File: src/hw/rtl/gn2d_ram.sv
// Generic RAM: one write port, two read ports with registered read data.
// No dependencies.
`timescale 1ns / 1ps

module gn2d_ram #(
  parameter int WIDTH = 8,
  parameter int DEPTH = 256
) (
  input  logic                     clk_i,
  input  logic                     we_i,
  input  logic [$clog2(DEPTH)-1:0] waddr_i,
  input  logic [WIDTH-1:0]         wdata_i,
  input  logic                     re_i,
  input  logic [$clog2(DEPTH)-1:0] raddr_a_i,
  input  logic [$clog2(DEPTH)-1:0] raddr_b_i,
  output logic [WIDTH-1:0]         rdata_a_o,
  output logic [WIDTH-1:0]         rdata_b_o
);

  logic [WIDTH-1:0] mem_q [DEPTH];
  logic [WIDTH-1:0] rdata_a_q;
  logic [WIDTH-1:0] rdata_b_q;

  // Write port
  always_ff @(posedge clk_i) begin
    if (we_i) begin
      mem_q[waddr_i] <= wdata_i;
    end
  end

  // Registered reads, held while re_i is low
  always_ff @(posedge clk_i) begin
    if (re_i) begin
      rdata_a_q <= mem_q[raddr_a_i];
      rdata_b_q <= mem_q[raddr_b_i];
    end
  end

  assign rdata_a_o = rdata_a_q;
  assign rdata_b_o = rdata_b_q;

endmodule

File: config.mk
export PLATFORM = sky130hd
export DESIGN_NAME = gn2d_ram
export DESIGN_NICKNAME = d
export VERILOG_FILES = /design/src/hw/rtl/gn2d_ram.sv
export SDC_FILE = /design/constraint.sdc
export NUM_CORES = 2
export LEC_CHECK = 0
export ABC_AREA = 0
export BUFFER_PORTS_ARGS = -buffer_cell sky130_fd_sc_hd__buf_2
export CORE_AREA = 2 2 592 594
export DETAILED_ROUTE_END_ITERATION = 10
export DIE_AREA = 0 0 594 596
export GPL_TIMING_DRIVEN = 1
export PLACE_DENSITY_LB_ADDON = 0.05
export SLEW_MARGIN = 5
export SYNTH_ARGS = -nofsm -noshare
export SYNTH_HDL_FRONTEND = slang
export SYNTH_SLANG_ARGS = --single-unit
export TNS_END_PERCENT = 5
File: constraint.sdc
create_clock -name clk_i -period 5.29 [get_ports clk_i]
set_input_delay 0 -clock clk_i [delete_from_list [all_inputs] [get_ports clk_i]]
set_output_delay 0 -clock clk_i [all_outputs]
set_load 0.1 [all_outputs]
== After elaboration in Yosys (flattened, before gate mapping) ==
Memory sizes are Yosys's and may differ from the RTL's. A register that Yosys moved wholly into a read port is not among the register bits.
Index checks and enable logic that the tools add are counted.
Widths: inputs -> output; s select.

* Mux-type cells: 2

{| class="wikitable"
|+ Operators with widths
! operator !! count
|-
| $mux 1 || 2
|}

* Logic and storage cells: 3
* Output and inout bits: 16
* Bits of input ports: 35
* Bits in writable memories: 2,048
* Memories kept: 1
* Register bits: 0

{| class="wikitable"
|+ Memories
! name !! words !! bits a word !! read ports !! clocked after Yosys merged registers in !! write ports !! line !! RTL
|-
| mem_q || 256 || 8 || 2 || 2 || 1 || 20 || <nowiki>logic [WIDTH-1:0] mem_q [DEPTH];</nowiki>
|}

== Logic depth before layout (Yosys ltp) ==
* Depth after elaboration: 2
* Gate-level depth with buffers: 12
* Mapped depth without buffers: 6

== Least setup slack after synthesis ==
Ideal clock, no wire load.

* Path type: input to register
* Start point: in raddr_b_i[0]
* End point: reg rdata_b_q[0] (netlist: rdata_b_o[0]), read port of mem_q, data pin
* Slack: 3,112 ps
* Data arrival time: 1,901 ps
* Cell stages on the path: 9
* Path buffers: 3
* Data required time: 5,013 ps
* Cells stage by stage: buf_4 -> buf_6 -> buf_2 -> mux4_2 -> mux4_2 -> nand2_1 -> a21oi_1 -> a21oi_1 -> a221oi_2

{| class="wikitable"
|+ RTL lines
! what !! line !! RTL
|-
| start, declared || 15 || <nowiki>input logic [$clog2(DEPTH)-1:0] raddr_b_i,</nowiki>
|-
| end, declared || 22 || <nowiki>logic [WIDTH-1:0] rdata_b_q;</nowiki>
|}

==> flow_metrics.py <==
metrics = {
    "status": {
        "run_status": "completed",
    },
    "power": {
        "irDropWorstVdd_v": 0.000212,
        "power_density_normalized_to_cell_area_nw_per_um2": 348,
        "p_leak_nw": 35.0,
        "power_switching_mw": 9.84,
        "clock_power_share_pct": 44.7,
        "p_int_mw": 29.4,
        "seq_power_share_pct": 46.2,
        "pwr-share-comb_pct": 9.0,
        "switching_share_pct": 25.1,
    },
    "sta": {
        "finalCritPeriodShare_pct": 67.2,
        "rsz0062_at_grt": "false",
        "hold_violations": 0,
        "slew_headroom_pct": 2.63,
        "min_period_ns": 3.56,
        "timing_worst_slew_pin_value_ns": 1.46,
        "achievable-frequency_ghz": 0.281,
        "finalHoldWorstSlack_ns": 0.125,
        "timing.final.max_slew_violations": 0,
        "fin_worst_skew_ns": 0.0571,
        "count_of_endpoints_failing_setup_in_the_final_report": 0,
    },
    "global_routing": {
        "via_count_of_the_first_global_routing_pass": 56848,
        "antenna_violations_before_repair": 36,
        "combined_global_route_utilization_of_all_metal_layers_pct": 22.4,
        "grt_first_pass_wirelength_um": 538000,
        "gr-total-overflow": 0,
        "grt_start_max_net_pins": 172,
    },
    "clocking": {
        "clock_latency_at_the_later_pin_of_the_worst_skew_pair_ns": 0.92,
        "cts_hold_buffers": 15,
        "cts.path.max_buffers": 4,
        "cts_sinks": 2064,
        "cts_tree": "yes",
        "post_cts_resize_count": 0,
        "cts.root.buffer_cell": "sky130_fd_sc_hd__clkbuf_16",
        "total_clock_buffers_created_by_cts": 268,
        "cts.repair_timing.setup_buffer_count": 0,
        "cts.htree.levels": 5,
        "cts.reportedPaths.clkPinSlew_ns": 0.06,
    },
    "synthesis": {
        "proportion_of_synthesized_area_in_mux_cells_pct": 27.2,
        "yosysMostFrequentCell": "sky130_fd_sc_hd__edfxtp_1",
        "synth_compound_area_share_pct": 3.53,
        "warnings_synthesis": 0,
        "synth_top_family_by_area": "multiplexers",
        "synth.yosys.seq_area_share_pct": 63.8,
        "synth_async_sr_flop_share_pct": 0,
        "number_of_enable_flip_flop_cells_after_synthesis": 2064,
        "number_of_synthesized_register_bits": 2064,
        "synth.distinct_cells": 64,
        "synth_fp_nets": 4882,
        "post-synth-top-area-cell": "sky130_fd_sc_hd__edfxtp_1",
        "syn-cell-area_sq_um": 97100,
        "fraction_of_synthesized_cell_area_in_xor_and_xnor_cells_pct": 0,
        "post_synth_inst_count": 4847,
        "synth.top_cell.area_share_pct": 63.8,
        "synth_simple_gate_area_share_pct": 2.69,
        "synth-main-ff-cell": "sky130_fd_sc_hd__edfxtp_1",
        "synth_top_cells_by_count": "sky130_fd_sc_hd__edfxtp_1 (2064), sky130_fd_sc_hd__mux4_2 (1051), sky130_fd_sc_hd__nor2_1 (298), sky130_fd_sc_hd__mux2i_1 (236), sky130_fd_sc_hd__clkbuf_1 (137)",
        "leading_cell_types_by_total_area_after_synthesis": "sky130_fd_sc_hd__edfxtp_1 (64%), sky130_fd_sc_hd__mux4_2 (24%), sky130_fd_sc_hd__mux2i_1 (2.4%)",
        "synth-adder-area-share_pct": 0,
        "synthesis.area_per_instance_sq_um": 20.0,
    },
    "drt": {
        "routed_wire_length_um": 403000,
        "first_pass_iters": 5,
        "drt.antenna.violating_nets": 0,
        "avg_wl_per_cell_um": 40.3,
        "routed-via-count": 55223,
        "detail_route.vias_per_cell": 5.53,
        "drcViolationCount": 0,
        "detail_route.iter0.violations": 6017,
    },
    "worst_hold_path": {
        "hold_path_startpoint": "we_i",
        "hold-path-endpoint": "mem_q[132][0]$_DFFE_PP_",
        "min_path_cells": 4,
        "worstHoldPathType": "in2reg",
    },
    "worst_setup_path": {
        "chain_of_cells_forming_the_critical_path": "buf_8, nand2b_2, buf_4, o221ai_1, a21oi_1, o31ai_1, a211oi_1, a211oi_1",
        "timing.critical_path.from": "raddr_a_i[1]",
        "r2r-end": "rdata_a_o[3]$_DFFE_PP_",
        "regToRegSetupSlack_ns": 2.04,
        "worstSetupStartpointType": "primary input",
        "critical_path_class": "in2reg",
        "worstPathArrival_ns": 4.16,
        "worstRegToRegCells": 6,
        "critPathMaxFanout": 55,
        "cpMostUsedCell": "sky130_fd_sc_hd__a211oi_1",
        "cpMaxStageDelayCell": "sky130_fd_sc_hd__a211oi_1",
        "timing.critical_path.slowest_cell_delay_ns": 0.86,
        "timing.critical_path.to_type": "flop",
        "worst_r2r_startpoint": "mem_q[95][3]$_DFFE_PP_",
        "required_ns": 5.89,
    },
    "layout": {
        "finalNonFillerCells": 9989,
        "layout-area-overhead-vs-synth_pct": 16.0,
        "nNetsFinal": 5224,
        "layout-drive-gt1-share_pct": 36.3,
    },
    "floorplanning": {
        "fp.dieH_um": 596,
        "initial_utilization_pct": 27.9,
        "die_width_um": 594,
        "fp-row-count": 217,
        "io_pins": 51,
        "std_cell_core_area_sq_um": 348000,
        "floorplan.die_area_sq_um": 354000,
    },
    "run": {
        "maxCapViolCount": 0,
    },
    "place": {
        "dp_hpwl_um": 266000,
        "routabilityCongestion": 0.821,
        "placement.io_buffers": 50,
        "number_of_cells_after_detailed_placement": 9503,
    },
}
worst max-delay path: cells and delay by family:
family | cells | cell delay [ns]
AND/OR/NAND/NOR | 1 | 0.58
buffers and inverters | 2 | 1.03
AO/OA/AOI/OAI | 5 | 2.26
state kept, by name (all words and copies together), names as in the netlist:
name       flops
mem_q       2048
rdata_a_o      8
rdata_b_o      8
layout by cell type, fill, tap and decap left out, types with 32 or more instances in the layout:
cell type                      n
sky130_fd_sc_hd__a21oi_1      78
sky130_fd_sc_hd__a221oi_1     32
sky130_fd_sc_hd__a22oi_1      62
sky130_fd_sc_hd__buf_12       41
sky130_fd_sc_hd__buf_2        33
sky130_fd_sc_hd__buf_4       359
sky130_fd_sc_hd__clkbuf_1     56
sky130_fd_sc_hd__clkbuf_16   275
sky130_fd_sc_hd__clkinv_1     58
sky130_fd_sc_hd__clkinv_2     40
sky130_fd_sc_hd__edfxtp_1   2064
sky130_fd_sc_hd__mux2_2       38
sky130_fd_sc_hd__mux2i_1     236
sky130_fd_sc_hd__mux4_2     1051
sky130_fd_sc_hd__nand2_1     112
sky130_fd_sc_hd__nand3_1      43
sky130_fd_sc_hd__nor2_1      276
sky130_fd_sc_hd__o21ai_0      34
sky130_fd_sc_hd__o221ai_1     65
sky130_fd_sc_hd__o22ai_1      48
power groups by stage:
stage / logic, mW / clock network, mW / registers [mW]
final: 3.54 / 17.5 / 18.1
after global routing: 3.67 / 18.6 / 18.1
after CTS: 3.60 / 18.0 / 18.1
after detailed placement: 3.58 / 0 / 18.5
after global placement: 3.59 / 0 / 18.5
after floorplan: 1.78 / 0 / 18.5
final cells by class:
type	count	area, sq um
multi-input combinational	2382	32600
inverter	6	27.5
timing repair buffer	467	4100
clock inverter	132	1050
fill	33060	235000
clock buffer	331	7090
antenna	8	20.0
tap	4599	5750
sequential	2064	62000
stage by stage:
| step | power (mW) | worst slack, ns | setup TNS, ns | instance area, sq um | utilization [%] |
|---|---|---|---|---|---|
| 2_1_floorplan | 20.3 | 3.11 | 0 | 97100 | - |
| 3_3_place_gp | 22.1 | -0.290 | -0.290 | 104000 | 30.0 |
| 3_5_place_dp | 22.1 | 0.781 | 0 | 104000 | 30.0 |
| 4_1_cts | 39.7 | 1.77 | 0 | 113000 | 32.4 |
| 5_1_grt | 40.3 | 1.83 | 0 | 113000 | 32.4 |
| 6_report | 39.2 | 1.73 | 0 | 113000 | 32.4 |
worst max-delay path by stage:
stage / endpoint / slack, ns / cells after the start
2_1_floorplan: rdata_b_o[0]$_DFFE_PP_ / 3.11 / 9
3_3_place_gp: rdata_a_o[4]$_DFFE_PP_ / -0.29 / 8
3_5_place_dp: rdata_a_o[2]$_DFFE_PP_ / 0.78 / 8
4_1_cts: rdata_a_o[2]$_DFFE_PP_ / 1.77 / 8
5_1_grt: rdata_a_o[2]$_DFFE_PP_ / 1.83 / 8
6_report: rdata_a_o[2]$_DFFE_PP_ / 1.73 / 8
kinds of logic after synthesis:
kind of cell           Yosys count
AOI/OAI and AO/OA              466
buffers and inverters          401
and+or+nand+nor                591
muxes                         1325
DFF                           2064
per-layer routing:
metal  GRT usage (%)  wire length (um)
met1            31.9            181000
met2            36.5            192000
met3            3.18             21300
met4            4.49              8110
met5               0                77
(Power assumes the default switching activity.)
