==> config.mk <==
export PLATFORM = sky130hd
export DESIGN_NAME = gn2d_fade
export DESIGN_NICKNAME = d
export VERILOG_FILES = /design/src/hw/rtl/gn2d_pkg.sv /design/src/hw/rtl/gn2d_fade.sv
export SDC_FILE = /design/constraint.sdc
export NUM_CORES = 2
export LEC_CHECK = 0
export CELL_PAD_IN_SITES_DETAIL_PLACEMENT = 2
export CELL_PAD_IN_SITES_GLOBAL_PLACEMENT = 2
export CORE_MARGIN = 5
export CORE_UTILIZATION = 44
export CTS_CLUSTER_DIAMETER = 60
export DETAILED_ROUTE_END_ITERATION = 10
export DONT_BUFFER_PORTS = 1
export PLACE_DENSITY = 0.92
export SLEW_MARGIN = 20
export SYNTH_ARGS = -nofsm -noshare
export SYNTH_HDL_FRONTEND = slang
export SYNTH_SLANG_ARGS = --single-unit
==> constraint.sdc <==
create_clock -name clk_i -period 11.9 [get_ports clk_i]
set_input_delay 0 -clock clk_i [delete_from_list [all_inputs] [get_ports clk_i]]
set_output_delay 0 -clock clk_i [all_outputs]
set_load 0.05 [all_outputs]
==> src/hw/rtl/gn2d_pkg.sv <==
// Shared constants, operation and gradient codes, and the corner gradient
// function for the 2D gradient noise unit.
// No dependencies.
`timescale 1ns / 1ps

package gn2d_pkg;

  // Fixed-point format and table geometry (table size must be a power of two)
  localparam int FRAC_BITS  = 16;
  localparam int TABLE_SIZE = 256;
  localparam int IDX_W      = $clog2(TABLE_SIZE);
  localparam int HASH_W     = 8;
  localparam int COORD_W    = 32;
  localparam int OUT_W      = 19;
  localparam int FX_ONE     = 1 << FRAC_BITS;
  localparam int FX_HALF    = 1 << (FRAC_BITS - 1);

  // Derived datapath widths
  localparam int FADE_W  = FRAC_BITS + 1;  // fade in [0, 1], unsigned
  localparam int DELTA_W = FRAC_BITS + 2;  // corner offset in [-1, 1), signed
  localparam int GRAD_W  = FRAC_BITS + 3;  // gradient dot product, signed
  localparam int LERP_W  = GRAD_W + 1;     // interpolation values and differences

  // Stream payload widths
  localparam int IN_DATA_W  = IDX_W + HASH_W + 2 * COORD_W;
  localparam int IN_BYTES_W = ((IN_DATA_W + 7) / 8) * 8;
  localparam int OUT_BYTES_W = ((OUT_W + 7) / 8) * 8;

  // Operation codes carried in tuser
  localparam logic OP_LOAD = 1'b0;
  localparam logic OP_EVAL = 1'b1;

  // Gradient selector codes (low three bits of a corner hash)
  localparam logic [2:0] GRAD_PX_PY = 3'd0;
  localparam logic [2:0] GRAD_NX_PY = 3'd1;
  localparam logic [2:0] GRAD_PX_NY = 3'd2;
  localparam logic [2:0] GRAD_NX_NY = 3'd3;
  localparam logic [2:0] GRAD_PX    = 3'd4;
  localparam logic [2:0] GRAD_NX    = 3'd5;
  localparam logic [2:0] GRAD_PY    = 3'd6;
  localparam logic [2:0] GRAD_NY    = 3'd7;

  // Dot product of the selected gradient with the corner offset
  function automatic logic signed [GRAD_W-1:0] grad_dot(
    input logic [2:0]                sel,
    input logic signed [DELTA_W-1:0] dx,
    input logic signed [DELTA_W-1:0] dy
  );
    logic signed [GRAD_W-1:0] ex;
    logic signed [GRAD_W-1:0] ey;
    logic signed [GRAD_W-1:0] res;
    ex = {{(GRAD_W - DELTA_W){dx[DELTA_W-1]}}, dx};
    ey = {{(GRAD_W - DELTA_W){dy[DELTA_W-1]}}, dy};
    case (sel)
      GRAD_PX_PY: res = ex + ey;
      GRAD_NX_PY: res = ey - ex;
      GRAD_PX_NY: res = ex - ey;
      GRAD_NX_NY: res = -ex - ey;
      GRAD_PX:    res = ex;
      GRAD_NX:    res = -ex;
      GRAD_PY:    res = ey;
      GRAD_NY:    res = -ey;
      default:    res = '0;
    endcase
    return res;
  endfunction

endpackage

==> src/hw/rtl/gn2d_fade.sv <==
// Three-stage pipelined quintic fade 6t^5 - 15t^4 + 10t^3 on a fraction.
// Depends on gn2d_pkg.
`timescale 1ns / 1ps

module gn2d_fade
  import gn2d_pkg::*;
(
  input  logic                 clk_i,
  input  logic                 en_i,
  input  logic [FRAC_BITS-1:0] t_i,
  output logic [FADE_W-1:0]    fade_o
);

  localparam int F     = FRAC_BITS;
  localparam int LIN_W = F + 5;          // 6t - 15 and k, signed
  localparam int KP_W  = F + 1 + LIN_W;  // t * (6t - 15)
  localparam int FP_W  = F + 2 + LIN_W;  // t3 * k

  localparam logic signed [LIN_W-1:0] LIN_OFS = LIN_W'(15 * FX_ONE);
  localparam logic signed [LIN_W-1:0] K_OFS   = LIN_W'(10 * FX_ONE);
  localparam logic signed [KP_W-1:0]  KP_HALF = KP_W'(FX_HALF);
  localparam logic signed [FP_W-1:0]  FP_HALF = FP_W'(FX_HALF);
  localparam logic signed [FP_W-1:0]  FP_ONE  = FP_W'(FX_ONE);

  // Stage 1: t^2 and k = t(6t - 15) + 10
  logic [2*F:0]             t2_s;
  logic signed [LIN_W-1:0]  lin;
  logic signed [KP_W-1:0]   km_p;
  logic signed [KP_W-1:0]   km_r;
  logic [F-1:0]             t1_q;
  logic [F:0]               t2_q;
  logic signed [LIN_W-1:0]  k1_q;

  always_comb begin
    t2_s = ({1'b0, t_i} * {1'b0, t_i}) + (2*F+1)'(FX_HALF);
    lin  = LIN_W'({t_i, 2'b00}) + LIN_W'({t_i, 1'b0}) - LIN_OFS;
    km_p = $signed({1'b0, t_i}) * lin;
    km_r = (km_p + KP_HALF) >>> F;
  end

  always_ff @(posedge clk_i) begin
    if (en_i) begin
      t1_q <= t_i;
      t2_q <= t2_s[2*F:F];
      k1_q <= km_r[LIN_W-1:0] + K_OFS;
    end
  end

  // Stage 2: t^3
  logic [2*F+1:0]          t3_s;
  logic [F:0]              t3_q;
  logic signed [LIN_W-1:0] k2_q;

  assign t3_s = ({1'b0, t2_q} * {2'b00, t1_q}) + (2*F+2)'(FX_HALF);

  always_ff @(posedge clk_i) begin
    if (en_i) begin
      t3_q <= t3_s[2*F:F];
      k2_q <= k1_q;
    end
  end

  // Stage 3: t^3 * k, clamped to [0, 1]
  logic signed [FP_W-1:0] f_p;
  logic signed [FP_W-1:0] f_r;
  logic [FADE_W-1:0]      fade_d;
  logic [FADE_W-1:0]      fade_q;

  always_comb begin
    f_p = $signed({1'b0, t3_q}) * k2_q;
    f_r = (f_p + FP_HALF) >>> F;
    if (f_r < 0) begin
      fade_d = '0;
    end else if (f_r > FP_ONE) begin
      fade_d = FADE_W'(FX_ONE);
    end else begin
      fade_d = f_r[FADE_W-1:0];
    end
  end

  always_ff @(posedge clk_i) begin
    if (en_i) begin
      fade_q <= fade_d;
    end
  end

  assign fade_o = fade_q;

endmodule

# Word-level counts from Yosys, hierarchy flattened
# Index checks and enable logic that the tools add are counted.
# W data, S select, Z words.
# word_totals
register_bits	109
in_bits	18
output_inout_bits	17
elab_cells	22
# classes
n_addsub	7
mul	4
magnitude_cmp	2
n_mux	1
reduce_logical	1
# op_table
operator	count
$add A39 B17 Y39 const B	1
$mul A18 B21 Y39	1
$add A37 B17 Y37 const B	1
$mul A17 B21 Y37	1
$add A32 B16 Y33 const B	1
$add A33 B16 Y33 const B	1
$mul A17 B16 Y33	1
$mul A16 B16 Y32	1
$gt A23 B18 Y1 const B	1
$lt A23 B1 Y1 const B	1
$add A21 B20 Y21 const B	1
$sub A19 B20 Y21 const B	1
$add A18 B17 Y19	1
$mux W17	1
$reduce_or A2 Y1	1

# Depth between registers and ports, before layout
# logic_depth
ltp_word	5
ltp_mapped	37
mapped_depth_nobuf	36

# Worst setup path after synthesis
# Ideal clock, no wire load.
# synth_timing
path_kind	input -> register
from	input t_i[1]
to	register k1_q[20], data pin
setup_ps	260
arrival_ps	8214
required_time_ps	11640
slack_ps	3426
stages	34
n_path_buf	1
cell_sequence	ha_1 ha_1 inv_1 fa_1 o31ai_1 a221o_1 a21o_1 a41oi_1 a21oi_1 a21o_1 a21oi_1 xnor2_1 clkbuf_1 nand2_1 fa_1 inv_1 fa_1 fa_1 fa_1 fa_1 inv_1 fa_1 inv_1 ha_1 a21oi_1 o21ai_0 a311oi_1 o31a_1 a21oi_1 or4_1 and2_1 a221oi_1 o221ai_1 xnor2_1
# synth_between
elab_chain_cells	5
# synth_lines
element	line_no	text
start: declaration	gn2d_fade.sv:10	input logic [FRAC_BITS-1:0] t_i,
$add A18 B17 Y19	gn2d_fade.sv:36	lin = LIN_W'({t_i, 2'b00}) + LIN_W'({t_i, 1'b0}) - LIN_OFS;
$sub A19 B20 Y21	gn2d_fade.sv:36	
$mul A17 B21 Y37 (*)	gn2d_fade.sv:37	km_p = $signed({1'b0, t_i}) * lin;
$add A37 B17 Y37 (*)	gn2d_fade.sv:38	km_r = (km_p + KP_HALF) >>> F;
$add A21 B20 Y21 (*)	gn2d_fade.sv:45	k1_q <= km_r[LIN_W-1:0] + K_OFS;
end signal: assignment	gn2d_fade.sv:45	
end: declaration	gn2d_fade.sv:32	logic signed [LIN_W-1:0] k1_q;
# Mark *: on every way between the ends. The rest lies on a longest branch, timed or not.
# A chain may end at the register's enable or synchronous reset.

# Worst setup path after layout
# layout_timing
from	input t_i[2]
to	register k1_q[20], data pin
# Same word-level chain as after synthesis.

==> reports/results.ini <==
[final_layout]
instances_no_fill = 5940
area_growth_pct = 3.90
seq_area_sq_um = 3270
multi_input_area_sq_um = 35700
layout.nets = 6173
layout-drive-gt1-share = 0.0162
nFillCells = 10500

[timing]
fmax_ghz = 0.0925
hold_viol = 1
min_period_ps = 10820
tns_ps = 0
finalWorstSetupSlack_ps = 1080
rsz0062_at_grt = false
fin_skew_ps = 14.5
tightest_slew_ps = 1250
slew_viol_final = 0
relSlewSlack = 0.162
finalSetupViolCount = 0
period_share = 0.909
hold_ws_ps = -4.43

[setup_path]
cpPeakStageDelay_ps = 1030
r2r_slack_ps = 2930
worstSetupPathType = input port to register
cp-end-kind = register
critPathLaunchType = input port
cp.required_ps = 12140
critPathMaxFanout = 34
slowest_stage = o41ai_1
crit_path_frequent_cell = fa_1
r2r_start = t3_q[6]
startpoint = t_i[2]
rr_worst_depth = 23
cp.arrival_ps = 11050
endpoint = k1_q[20]
r2r_end = fade_o[11]

[die]
die_w_um = 328
die_h_um = 328
start_util = 0.444
row_count = 116
core-area_sq_um = 100000
pin_count = 35
dieArea_sq_um = 108000

[placement]
dp_slack_ps = 1500
gp_congestion = 0.879
dp_hpwl_mm = 147
numPortBuffers = 0
placed_cells = 5902

[detailed_routing]
ant_nets = 0
via_per_inst = 6.01
drt_pass1_iterations = 5
totalWireLength_mm = 203
drt_iter0_drc = 2985
post_drt_wl_per_cell_um = 34.1
num_vias = 35700
drc = 0

[global_route]
grt_overflow = 0
gr-max-usage-layer = met2
grt_pass1_vias = 44600
track_usage = 0.382
grt_max_degree = 110
grt_use_met3 = 0.107
use_met2 = 0.659
grt_antenna_before_repair = 14
met1_usage = 0.383
grt_pass1_wl_mm = 299

[synth]
synth_area_sq_um = 44500
yosys.area.top_type_share = 0.460
synth_edf_count = 109
post-synth-top-count-cell = inv_1
synth_seq_cells = 109
synth.net_count = 6285
ys_top_cells_by_count = inv_1 (1,329), fa_1 (1,021), nand2_1 (566), ha_1 (502), and2_1 (406)
netlist_top_cells_area = fa_1 (46%), ha_1 (14%), inv_1 (11%), edfxtp_1 (7.4%), and2_1 (5.7%)
syn_area_per_cell_sq_um = 9.37
async_reset_ff_frac = 0
synth_top_area_cell = fa_1
ys.flop_type = edfxtp_1
seq_area_frac_synth = 0.0736
synth_cells = 4744
yosysWarningCount = 0
synth_cell_types = 80

[clock_network]
root_buffer = clkbuf_16
clk_path_buf_depth = 2
insertion_delay_ps = 440
clk_pin_slew_ps = 110
postCtsSetupBuffers = 0
cts.htree.levels = 3
numCtsBuffers = 9
cts_sinks = 109
cts_tree = built

[run_status]
failed_checks = hold timing
outcome = finished, violations left

[hold_path]
hold_path.class = input port to register
whs_path_depth = 1

[job]
cap_violations = 0

[sequential cells by signal, summed over array words and instances, names as in the netlist]
name and count:
k1_q 21, k2_q 21, fade_o 17, t2_q 17, t3_q 17, t1_q 16
[how the worst min path moves through the flow]
stage / end / slack [ps] / startpoint
4_1_cts: fade_o[11] / 80 / en_i
6_report: fade_o[11] / -4 / en_i
3_3_place_gp: t1_q[0] / 100 / t_i[0]
5_1_grt: fade_o[11] / 70 / en_i
3_5_place_dp: t1_q[0] / 110 / t_i[0]
2_1_floorplan: t1_q[0] / 100 / t_i[0]
[cells by family (layout without fill, tap and decap cells)]
kind of cell	Yosys count	in the layout	synth area share
AND/OR/NAND/NOR	1243	1243	0.136
flip-flops	109	109	0.0736
AO/OA/AOI/OAI	252	252	0.0387
other	0	5	0
XOR/XNOR	121	121	0.0238
buffers and inverters	1493	1386	0.126
adder cells (fa/ha/maj)	1523	1523	0.601
multiplexers	3	3	0.000703
[layout make-up]
type | count | share of cell area
Clock inverter | 7 | 0.00125
Clock buffer | 9 | 0.00487
Antenna cell | 5 | 0.000271
Inverter | 1337 | 0.109
Tap cell | 1298 | 0.0352
Sequential cell | 109 | 0.0708
Multi-Input combinational cell | 3142 | 0.772
Timing Repair Buffer | 33 | 0.00666
[stage by stage]
stage | instance area, sq um | utilization | hold WS, ps
final | 46200 | 0.461 | -4.43
after global routing | 46200 | 0.461 | 73.8
after CTS | 46200 | 0.461 | 83.8
after detailed placement | 45700 | 0.456 | 106
after global placement | 45700 | 0.456 | 105
after floorplan | 44500 | - | 98.9
[routing by layer]
layer / vias up / share of wire / routed length, um
met3: 1285 / 0.080 / 16200
met4: 16 / 0.11 / 21700
met5: - / 0.00054 / 109
li1: 13600 / - / -
met1: 18500 / 0.32 / 65300
met2: 2229 / 0.49 / 99300
[what timing repair did]
item | 4_1_cts | 5_1_grt
gates resized for setup | 0 | 0
hold buffers | 17 | 0
hold endpoints to repair | 125 | 0
[critical path: cells and delay by family]
family                   cells  cell delay (ps)
buffers and inverters        4              360
AO/OA/AOI/OAI               13             3980
AND/OR/NAND/NOR              4             1290
adder cells (fa/ha/maj)      9             4080
XOR/XNOR                     2             1300
[layout by cell type, fill, tap and decap left out, types with 4 or more instances in the layout]
| cell type | netlist | final |
|---|---|---|
| a31oi_1 | 11 | 11 |
| o21a_1 | 19 | 19 |
| nor2_1 | 125 | 125 |
| clkbuf_16 | 0 | 9 |
| buf_4 | 0 | 16 |
| a21oi_1 | 82 | 82 |
| and4_2 | 4 | 4 |
| or3_1 | 5 | 5 |
| o2111ai_1 | 4 | 4 |
| xor2_1 | 49 | 45 |
| nor2b_1 | 20 | 20 |
| nand3_1 | 26 | 26 |
| ha_1 | 502 | 502 |
| a21boi_0 | 5 | 5 |
| nand2b_1 | 22 | 22 |
| a211oi_1 | 6 | 6 |
| fa_1 | 1021 | 1021 |
| nor3_1 | 21 | 20 |
| o21bai_1 | 5 | 5 |
| xnor2_2 | 0 | 5 |
| nand4_1 | 12 | 12 |
| and2_1 | 406 | 406 |
| a21o_1 | 30 | 30 |
| clkinv_1 | 6 | 6 |
| nand2_1 | 566 | 566 |
| xnor2_1 | 72 | 67 |
| dlygate4sd3_1 | 0 | 16 |
| edfxtp_1 | 109 | 109 |
| inv_1 | 1329 | 1329 |
| a2111oi_0 | 7 | 4 |
| o21ai_0 | 38 | 38 |
| diode_2 | 0 | 5 |
| or4_1 | 4 | 4 |
| o31ai_1 | 4 | 4 |
| or2_2 | 5 | 5 |
| and3_1 | 7 | 7 |
Power is left out: the tool's default activity adds up to more than one toggle a clock period on the data nets, which glitch-free logic cannot reach.
